### src/rtl/cwstk_pkg.sv
// Shared widths, command codes and types for the circular wrapping stack.
`default_nettype none

package cwstk_pkg;

	localparam int DATA_W  = 32;
	localparam int CMD_W   = 3;
	localparam int OFF_W   = 6;
	localparam int DEPTH_W = 6;

	typedef logic signed [DATA_W-1:0] word_t;
	typedef logic [OFF_W-1:0]         offset_t;
	typedef logic [DEPTH_W-1:0]       depth_t;

	typedef enum logic [CMD_W-1:0] {
		CMD_PUSH  = 3'd0,
		CMD_POP   = 3'd1,
		CMD_PEEK  = 3'd2,
		CMD_DUP   = 3'd3,
		CMD_SWAP  = 3'd4,
		CMD_QUERY = 3'd5
	} cmd_t;

endpackage

`default_nettype wire

### src/rtl/cwstk_in_if.sv
// Command channel of the circular wrapping stack.
`default_nettype none

interface cwstk_in_if;

	logic                          valid;
	logic                          ready;
	logic [cwstk_pkg::CMD_W-1:0]   command;
	cwstk_pkg::word_t              push_value;
	cwstk_pkg::offset_t            peek_offset;

	modport source (output valid, output command, output push_value, output peek_offset,
		input ready);
	modport sink (input valid, input command, input push_value, input peek_offset,
		output ready);

endinterface

`default_nettype wire

### src/rtl/cwstk_out_if.sv
// Result channel of the circular wrapping stack.
`default_nettype none

interface cwstk_out_if;

	logic               valid;
	logic               ready;
	cwstk_pkg::word_t   read_data;
	cwstk_pkg::depth_t  depth_count;
	logic               underflow;

	modport source (output valid, output read_data, output depth_count, output underflow,
		input ready);
	modport sink (input valid, input read_data, input depth_count, input underflow,
		output ready);

endinterface

`default_nettype wire

### src/rtl/circular_wrapping_stack_unit.sv
// Circular wrapping stack: a ring of signed words served one command per beat.
//
// The req channel carries one command per beat (push, pop, peek, dup, swap or depth
// query) and the rsp channel returns exactly one result beat for each, in order.
// The two entries nearest the top are held in registers; the rest of the ring sits
// in a memory with one write and one registered read port, so a new beat is
// accepted in every cycle unless the ring is being cleared or rsp stalls.
// A result passes through the execute stage and then the output register: the
// accepting edge loads the execute stage, where a memory read for peek or pop
// lands, and the output register loads from it once it is empty or rsp takes its beat.
// Sustained throughput is one beat per cycle while rsp does not stall.
// After reset the block sweeps the ring memory to zero, one entry per cycle;
// req.ready stays low during that sweep.
// When the receiver stalls, the finished result waits in the output register and one
// more command is still taken into the execute stage; after that req.ready drops
// until rsp accepts a beat.
`default_nettype none

module circular_wrapping_stack_unit #(
	parameter int ENTRIES = 64
) (
	input  logic         clk,
	input  logic         arst_n,
	cwstk_in_if.sink     req,
	cwstk_out_if.source  rsp
);

	localparam int PTR_W = $clog2(ENTRIES);
	localparam logic [PTR_W-1:0] LAST = PTR_W'(ENTRIES - 1);
	localparam logic [PTR_W:0]   SPAN = (PTR_W + 1)'(ENTRIES);
	localparam int OFF_N = 1 << cwstk_pkg::OFF_W;

	cwstk_pkg::word_t ring_q [ENTRIES];
	cwstk_pkg::word_t rd_q;

	logic [PTR_W-1:0] top_q;
	logic [PTR_W-1:0] depth_q;
	cwstk_pkg::word_t c0_q;
	cwstk_pkg::word_t c1_q;
	logic             c1_mem_q;
	logic             clearing_q;
	logic [PTR_W-1:0] clr_cnt_q;

	logic               valid_s1;
	cwstk_pkg::word_t   data_s1;
	logic               mem_s1;
	cwstk_pkg::depth_t  depth_s1;
	logic               uf_s1;

	logic               out_valid_q;
	cwstk_pkg::word_t   out_data_q;
	cwstk_pkg::depth_t  out_depth_q;
	logic               out_uf_q;

	logic             acc;
	logic             s1_adv;
	cwstk_pkg::word_t c1_cur;
	logic [PTR_W-1:0] top_inc;
	logic [PTR_W-1:0] top_dec;
	logic [PTR_W-1:0] top_dec2;
	logic [PTR_W-1:0] offm;
	logic [PTR_W:0]   peek_sum;
	logic [PTR_W-1:0] peek_addr;

	logic [PTR_W-1:0] top_nx;
	logic [PTR_W-1:0] depth_nx;
	cwstk_pkg::word_t c0_nx;
	cwstk_pkg::word_t c1_nx;
	logic             wr_en;
	logic [PTR_W-1:0] wr_addr;
	cwstk_pkg::word_t wr_data;
	logic             rd_en;
	logic [PTR_W-1:0] rd_addr;
	cwstk_pkg::word_t res_data;
	logic             res_mem;
	logic             res_uf;

	logic             mem_we;
	logic [PTR_W-1:0] mem_wa;
	cwstk_pkg::word_t mem_wd;
	logic             mem_re;

	assign s1_adv    = valid_s1 && (!out_valid_q || rsp.ready);
	assign req.ready = !clearing_q && (!valid_s1 || s1_adv);
	assign acc       = req.valid && req.ready;

	assign c1_cur   = c1_mem_q ? rd_q : c1_q;
	assign top_inc  = (top_q == LAST) ? '0 : top_q + PTR_W'(1);
	assign top_dec  = (top_q == '0) ? LAST : top_q - PTR_W'(1);
	assign top_dec2 = (top_dec == '0) ? LAST : top_dec - PTR_W'(1);

	always_comb begin
		offm = '0;
		for (int i = 0; i < OFF_N; i++) begin
			if (req.peek_offset == cwstk_pkg::OFF_W'(i)) begin
				offm = PTR_W'(i % ENTRIES);
			end
		end
	end

	assign peek_sum  = {1'b0, top_q} + SPAN - {1'b0, offm};
	assign peek_addr = (peek_sum >= SPAN) ? PTR_W'(peek_sum - SPAN) : PTR_W'(peek_sum);

	always_comb begin
		top_nx   = top_q;
		depth_nx = depth_q;
		c0_nx    = c0_q;
		c1_nx    = c1_cur;
		wr_en    = 1'b0;
		wr_addr  = top_dec;
		wr_data  = c1_cur;
		rd_en    = 1'b0;
		rd_addr  = top_dec2;
		res_data = '0;
		res_mem  = 1'b0;
		res_uf   = 1'b0;
		unique case (req.command)
			cwstk_pkg::CMD_PUSH: begin
				top_nx = top_inc;
				c0_nx  = req.push_value;
				c1_nx  = c0_q;
				wr_en  = 1'b1;
				if (depth_q != LAST) begin
					depth_nx = depth_q + PTR_W'(1);
				end
			end
			cwstk_pkg::CMD_POP: begin
				res_data = c0_q;
				top_nx   = top_dec;
				c0_nx    = c1_cur;
				wr_en    = 1'b1;
				wr_addr  = top_q;
				wr_data  = '0;
				rd_en    = 1'b1;
				if (depth_q == '0) begin
					res_uf = 1'b1;
				end else begin
					depth_nx = depth_q - PTR_W'(1);
				end
			end
			cwstk_pkg::CMD_PEEK: begin
				if (offm == '0) begin
					res_data = c0_q;
				end else if (offm == PTR_W'(1)) begin
					res_data = c1_cur;
				end else begin
					rd_en   = 1'b1;
					rd_addr = peek_addr;
					res_mem = 1'b1;
				end
			end
			cwstk_pkg::CMD_DUP: begin
				top_nx = top_inc;
				c1_nx  = c0_q;
				wr_en  = 1'b1;
				if (depth_q != LAST) begin
					depth_nx = depth_q + PTR_W'(1);
				end
			end
			cwstk_pkg::CMD_SWAP: begin
				c0_nx = c1_cur;
				c1_nx = c0_q;
			end
			default: begin
			end
		endcase
	end

	assign mem_we = clearing_q || (acc && wr_en);
	assign mem_wa = clearing_q ? clr_cnt_q : wr_addr;
	assign mem_wd = clearing_q ? '0 : wr_data;
	assign mem_re = acc && rd_en;

	always_ff @(posedge clk) begin
		if (mem_we) begin
			ring_q[mem_wa] <= mem_wd;
		end
		if (mem_re) begin
			rd_q <= (mem_we && (mem_wa == rd_addr)) ? mem_wd : ring_q[rd_addr];
		end
	end

	always_ff @(posedge clk or negedge arst_n) begin
		if (!arst_n) begin
			clearing_q <= 1'b1;
			clr_cnt_q  <= '0;
		end else if (clearing_q) begin
			clr_cnt_q <= clr_cnt_q + PTR_W'(1);
			if (clr_cnt_q == LAST) begin
				clearing_q <= 1'b0;
			end
		end
	end

	always_ff @(posedge clk or negedge arst_n) begin
		if (!arst_n) begin
			top_q    <= LAST;
			depth_q  <= '0;
			c0_q     <= '0;
			c1_q     <= '0;
			c1_mem_q <= 1'b0;
		end else if (acc) begin
			top_q    <= top_nx;
			depth_q  <= depth_nx;
			c0_q     <= c0_nx;
			c1_q     <= c1_nx;
			c1_mem_q <= (req.command == cwstk_pkg::CMD_POP);
		end
	end

	always_ff @(posedge clk or negedge arst_n) begin
		if (!arst_n) begin
			valid_s1    <= 1'b0;
			out_valid_q <= 1'b0;
		end else begin
			if (acc) begin
				valid_s1 <= 1'b1;
			end else if (s1_adv) begin
				valid_s1 <= 1'b0;
			end
			if (s1_adv) begin
				out_valid_q <= 1'b1;
			end else if (rsp.ready) begin
				out_valid_q <= 1'b0;
			end
		end
	end

	always_ff @(posedge clk) begin
		if (acc) begin
			data_s1  <= res_data;
			mem_s1   <= res_mem;
			depth_s1 <= cwstk_pkg::DEPTH_W'(depth_nx);
			uf_s1    <= res_uf;
		end
		if (s1_adv) begin
			out_data_q  <= mem_s1 ? rd_q : data_s1;
			out_depth_q <= depth_s1;
			out_uf_q    <= uf_s1;
		end
	end

	assign rsp.valid       = out_valid_q;
	assign rsp.read_data   = out_data_q;
	assign rsp.depth_count = out_depth_q;
	assign rsp.underflow   = out_uf_q;

	a_pop_empty_flags: assert property (@(posedge clk) disable iff (!arst_n)
		(acc && req.command == cwstk_pkg::CMD_POP && depth_q == '0)
		|=> (uf_s1 && depth_q == '0))
		else $error("pop at zero depth did not raise underflow");

	a_c1_from_pop: assert property (@(posedge clk) disable iff (!arst_n)
		$rose(c1_mem_q) |-> $past(acc && req.command == cwstk_pkg::CMD_POP))
		else $error("second cache entry taken from memory without a pop");

	a_peek_data_held: assert property (@(posedge clk) disable iff (!arst_n)
		(valid_s1 && mem_s1 && !s1_adv) |=> $stable(rd_q))
		else $error("memory read data changed under a stalled peek");

	a_no_beat_while_clearing: assert property (@(posedge clk) disable iff (!arst_n)
		clearing_q |-> (!acc && !valid_s1 && depth_q == '0))
		else $error("command taken while the ring is being cleared");

	a_depth_bound: assert property (@(posedge clk) disable iff (!arst_n)
		depth_q <= LAST)
		else $error("tracked depth beyond ring size");

endmodule

`default_nettype wire

### src/flat_wrapper.sv
// flat-port wrapper written by rule: the top's interface ports become plain ports
module circular_wrapping_stack_unit_flat 
#(
	parameter int ENTRIES = 64
)
  (clk, arst_n, req_valid, req_command, req_push_value, req_peek_offset, req_ready, rsp_valid, rsp_read_data, rsp_depth_count, rsp_underflow, rsp_ready);
  cwstk_in_if req_i ();
  cwstk_out_if rsp_i ();
  input  logic clk;
  input  logic arst_n;
  input wire logic [$bits(req_i.valid)-1:0] req_valid;
  input wire logic [$bits(req_i.command)-1:0] req_command;
  input wire logic [$bits(req_i.push_value)-1:0] req_push_value;
  input wire logic [$bits(req_i.peek_offset)-1:0] req_peek_offset;
  output wire logic [$bits(req_i.ready)-1:0] req_ready;
  output wire logic [$bits(rsp_i.valid)-1:0] rsp_valid;
  output wire logic [$bits(rsp_i.read_data)-1:0] rsp_read_data;
  output wire logic [$bits(rsp_i.depth_count)-1:0] rsp_depth_count;
  output wire logic [$bits(rsp_i.underflow)-1:0] rsp_underflow;
  input wire logic [$bits(rsp_i.ready)-1:0] rsp_ready;
  assign req_i.valid = req_valid;
  assign req_i.command = req_command;
  assign req_i.push_value = req_push_value;
  assign req_i.peek_offset = req_peek_offset;
  assign req_ready = req_i.ready;
  assign rsp_valid = rsp_i.valid;
  assign rsp_read_data = rsp_i.read_data;
  assign rsp_depth_count = rsp_i.depth_count;
  assign rsp_underflow = rsp_i.underflow;
  assign rsp_i.ready = rsp_ready;
  circular_wrapping_stack_unit #(.ENTRIES(ENTRIES)) u_core (.clk(clk), .arst_n(arst_n), .req(req_i), .rsp(rsp_i));
endmodule
### config.mk
export PLATFORM = sky130hd
export DESIGN_NAME = circular_wrapping_stack_unit_flat
export DESIGN_NICKNAME = d
export VERILOG_FILES = /design/src/rtl/cwstk_pkg.sv /design/src/rtl/cwstk_in_if.sv /design/src/rtl/cwstk_out_if.sv /design/src/rtl/circular_wrapping_stack_unit.sv /design/src/flat_wrapper.sv
export SDC_FILE = /design/constraint.sdc
export NUM_CORES = 2
export LEC_CHECK = 0
export BUFFER_PORTS_ARGS = -buffer_cell sky130_fd_sc_hd__buf_4
export CORE_MARGIN = 2
export CORE_UTILIZATION = 50
export CTS_CLUSTER_SIZE = 16
export DETAILED_ROUTE_END_ITERATION = 10
export PLACE_DENSITY = 0.65
export SLEW_MARGIN = 5
export SYNTH_ARGS = -nofsm -noshare
export SYNTH_HDL_FRONTEND = slang
export SYNTH_SLANG_ARGS = --single-unit
### constraint.sdc
create_clock -name clk -period 12.7 [get_ports clk]
set_input_delay 1.27 -clock clk [delete_from_list [all_inputs] [get_ports clk]]
set_output_delay 1.27 -clock clk [all_outputs]
set_load 0.01 [all_outputs]
==> reports/qor.csv <==
metric;value;unit
timing_worst_slew_pin_value;1280;ps
level_count_of_the_clock_h_tree;4;
via_per_inst;6.34;
crit_arrival;6920;ps
period_needed;6210;ps
largest_cells_by_area_after_synthesis;sky130_fd_sc_hd__edfxtp_1, sky130_fd_sc_hd__mux4_2, sky130_fd_sc_hd__dfrtp_1;
detail_route.first_pass.iterations;5;
cts_buffers;216;
synth_warnings;0;
placementRows;153;
synth_largest_type_area_fraction;0.742;
drc_errors;0;
max_clock_freq;161;MHz
timing.critical_path.slowest_stage_cell;sky130_fd_sc_hd__a221oi_1;
netlist.top_cell.by_area;sky130_fd_sc_hd__edfxtp_1;
ys_ff_latch;2245;
chipHeight;422;um
synth_area_per_cell;20.7;um2
placedCellCount;6527;
clk_path_buf_depth;3;
asyncSetResetFlopFracSynth;0.0383;
post_cts.repair.setup_buffers;0;
most_repeated_cell_in_the_gate_level_netlist_after_synthesis;sky130_fd_sc_hd__edfxtp_1;
dr.first_iter.drc_count;6089;
clkSinkCount;2245;
critical_path_buf_inv_count;3;
cp.required;13410;ps
worst-setup-path-type;flop to flop;
cpLargestDelayFamily;compound AO/OA/AOI/OAI gates;
critical_path.cell_chain;inv_1 -> ha_1 -> nor2b_1 -> o311ai_1 -> nand2_1 -> o311ai_4 -> buf_12 -> buf_12 -> mux4_2 -> nand2_1 -> a32o_1 -> a221oi_1 -> and3_1;
maxCapViolCount;0;
syn-instance-count;4221;
worstHoldPathType;primary input to async pin;
detailedPlacementHpwl;118000;um
synthesis.area;0.0874;mm2
core-area;0.174;mm2
largest_net_degree_at_the_start_of_global_routing;122;
hold_viol;0;
route.final.wire_length;224000;um
drv_slew;0;
hold_slack;361;ps
seq_area_frac_synth;0.767;
post_layout_net_count;4480;
static-leakage-power;31.3;nW
initial_utilization;0.503;
wl_per_cell;32.2;um
worst_path_largest_cell_delay;810;ps
clock-skew-final;35.0;ps
mappedNetlistNets;4281;
die_area;0.178;mm2
ys_dominant_reg_cell;sky130_fd_sc_hd__edfxtp_1;
worstSetupStartpointType;flop;
cts_root_buf;sky130_fd_sc_hd__clkbuf_16;
filler_cell_count;12800;
design.portCount;86;
clk_pin_slew_worst_paths;60;ps
die_w;422;um
post_cts_hold_buffer_count;0;
drive_gt1_frac;0.266;
netlist-cell-type-count;64;
track_usage;0.251;
post_cts_resize_count;0;
instances_no_fill;6933;
dr_total_vias;43900;
rsz0062_at_grt;false;
final_min_period_over_clock_period;0.489;
synth_enable_flop_cells;2159;
first_global_vias;43100;
report.final.setup_viol;0;
io_buffers;85;
run_status;complete, no violations;
yosys-top-cells-count;sky130_fd_sc_hd__edfxtp_1, sky130_fd_sc_hd__mux4_2, sky130_fd_sc_hd__nand2_1;
initial_antenna_violation_count;2;
tritoncts;built;
worst-path-max-fanout;92;
nature_of_the_critical_path_endpoint;flop;
routed_antenna_nets;0;
fin_setup_tns;0;ps
gr-total-overflow;0;
syn_to_final_growth;12.8;%
clock_latency;880;ps
slew_headroom;0.148;
gpl.final_weighted_congestion;0.831;
pwr_density_cell;254;mW/mm2
peakVddDrop;0.439;mV
global_route_wire_length_before_repair;319000;um
path summary, 6_finish.rpt:
| check | start | endpoint | slack (ps) | depth (start not counted) |
|---|---|---|---|---|
| min in group clk | u_core.depth_s1[2]$_DFFE_PP_ | u_core.rsp.depth_count[2]$_DFFE_PP_ | 420 | 0 |
| min reg2reg | u_core.depth_s1[2]$_DFFE_PP_ | u_core.rsp.depth_count[2]$_DFFE_PP_ | 420 | 0 |
| max in group asynchronous | arst_n | u_core.c0_q[11]$_DFFE_PN0P_ | 11170 | 2 |
| max reg2reg | u_core.top_q[1]$_DFFE_PN1P_ | u_core.rd_q[23]$_DFFE_PP_ | 6490 | 13 |
| max | u_core.top_q[1]$_DFFE_PN1P_ | u_core.rd_q[23]$_DFFE_PP_ | 6490 | 13 |
| min | arst_n | u_core.c0_q[9]$_DFFE_PN0P_ | 360 | 1 |
kinds of logic (layout without fill, tap and decap cells):
kind of cell               count (synthesis)  after routing  synth area share
AOI/OAI and AO/OA                        441            441            0.0350
xor gates and xnor gates                  19             19           0.00190
adders and majority gates                 15             15           0.00223
buffers and inverters                    257            641            0.0150
DFF                                     2245           2245             0.767
muxes                                    672            672             0.151
other                                      0              3                 0
and+or+nand+nor                          572            572            0.0285
through the flow:
step / setup WS, ps / power [W] / util / area (um2)
6_report: 6490 / 0.0250 / 0.567 / 98600
5_1_grt: 6030 / 0.0259 / 0.567 / 98600
4_1_cts: 6260 / 0.0252 / 0.567 / 98600
3_5_place_dp: 5930 / 0.0190 / 0.528 / 91700
3_3_place_gp: 5950 / 0.0189 / 0.528 / 91700
2_1_floorplan: 7660 / 0.0158 / - / 87400
placed cells by master (no fill, tap or decap), types with 8 or more instances in the layout:
cell type,netlist,layout
sky130_fd_sc_hd__a21oi_1,59,56
sky130_fd_sc_hd__a221oi_2,25,25
sky130_fd_sc_hd__a22oi_1,131,131
sky130_fd_sc_hd__a32o_1,31,31
sky130_fd_sc_hd__and3_1,36,36
sky130_fd_sc_hd__buf_12,0,8
sky130_fd_sc_hd__buf_4,35,217
sky130_fd_sc_hd__bufinv_16,0,16
sky130_fd_sc_hd__clkbuf_1,145,55
sky130_fd_sc_hd__clkbuf_16,0,216
sky130_fd_sc_hd__clkinv_1,1,49
sky130_fd_sc_hd__clkinv_2,0,39
sky130_fd_sc_hd__clkinvlp_4,0,8
sky130_fd_sc_hd__dfrtp_1,79,78
sky130_fd_sc_hd__edfxtp_1,2159,2159
sky130_fd_sc_hd__ha_1,14,14
sky130_fd_sc_hd__inv_1,11,11
sky130_fd_sc_hd__mux2_2,34,34
sky130_fd_sc_hd__mux2i_1,126,126
sky130_fd_sc_hd__mux4_2,512,512
sky130_fd_sc_hd__nand2_1,241,239
sky130_fd_sc_hd__nand3_1,85,84
sky130_fd_sc_hd__nor2_1,161,60
sky130_fd_sc_hd__nor2_4,0,101
sky130_fd_sc_hd__nor2b_1,8,8
sky130_fd_sc_hd__nor3_1,8,8
sky130_fd_sc_hd__o21ai_0,154,154
sky130_fd_sc_hd__xnor2_1,12,12
layer usage:
layer,wire [um],up-vias,global-route usage
met1,91000,23500,0.369
met4,6300,0,0.0760
li1,-,17900,-
met2,105000,2264,0.387
met5,0,-,0
met3,21100,288,0.0463
where the power goes:
group	total [W]	internal, W	switching, W
combinational	0.00952	0.00365	0.00587
sequential	0.00926	0.00905	0.000215
clock	0.00625	0.00349	0.00276
sequential cells by signal, indices dropped and copies added (netlist names), 6 cells and up:
register	flops
u_core.c0_q	32
u_core.c1_q	32
u_core.clr_cnt_q	6
u_core.data_s1	32
u_core.depth_q	6
u_core.depth_s1	6
u_core.rd_q	32
u_core.ring_q	2048
u_core.rsp.depth_count	6
u_core.rsp.read_data	32
u_core.top_q	6
final cells by class:
type                            instances  area (um2)  share of cell area
Clock inverter                        129        1240              0.0126
Clock buffer                          274        5650              0.0573
Antenna cell                            3        7.51           0.0000761
Timing Repair Buffer                  225        1790              0.0181
Tap cell                             2325        2910              0.0295
Multi-Input combinational cell       1719       20000               0.202
Sequential cell                      2245       67000               0.679
Inverter                               13        48.8            0.000495
Power figures use the tool's default switching activity.
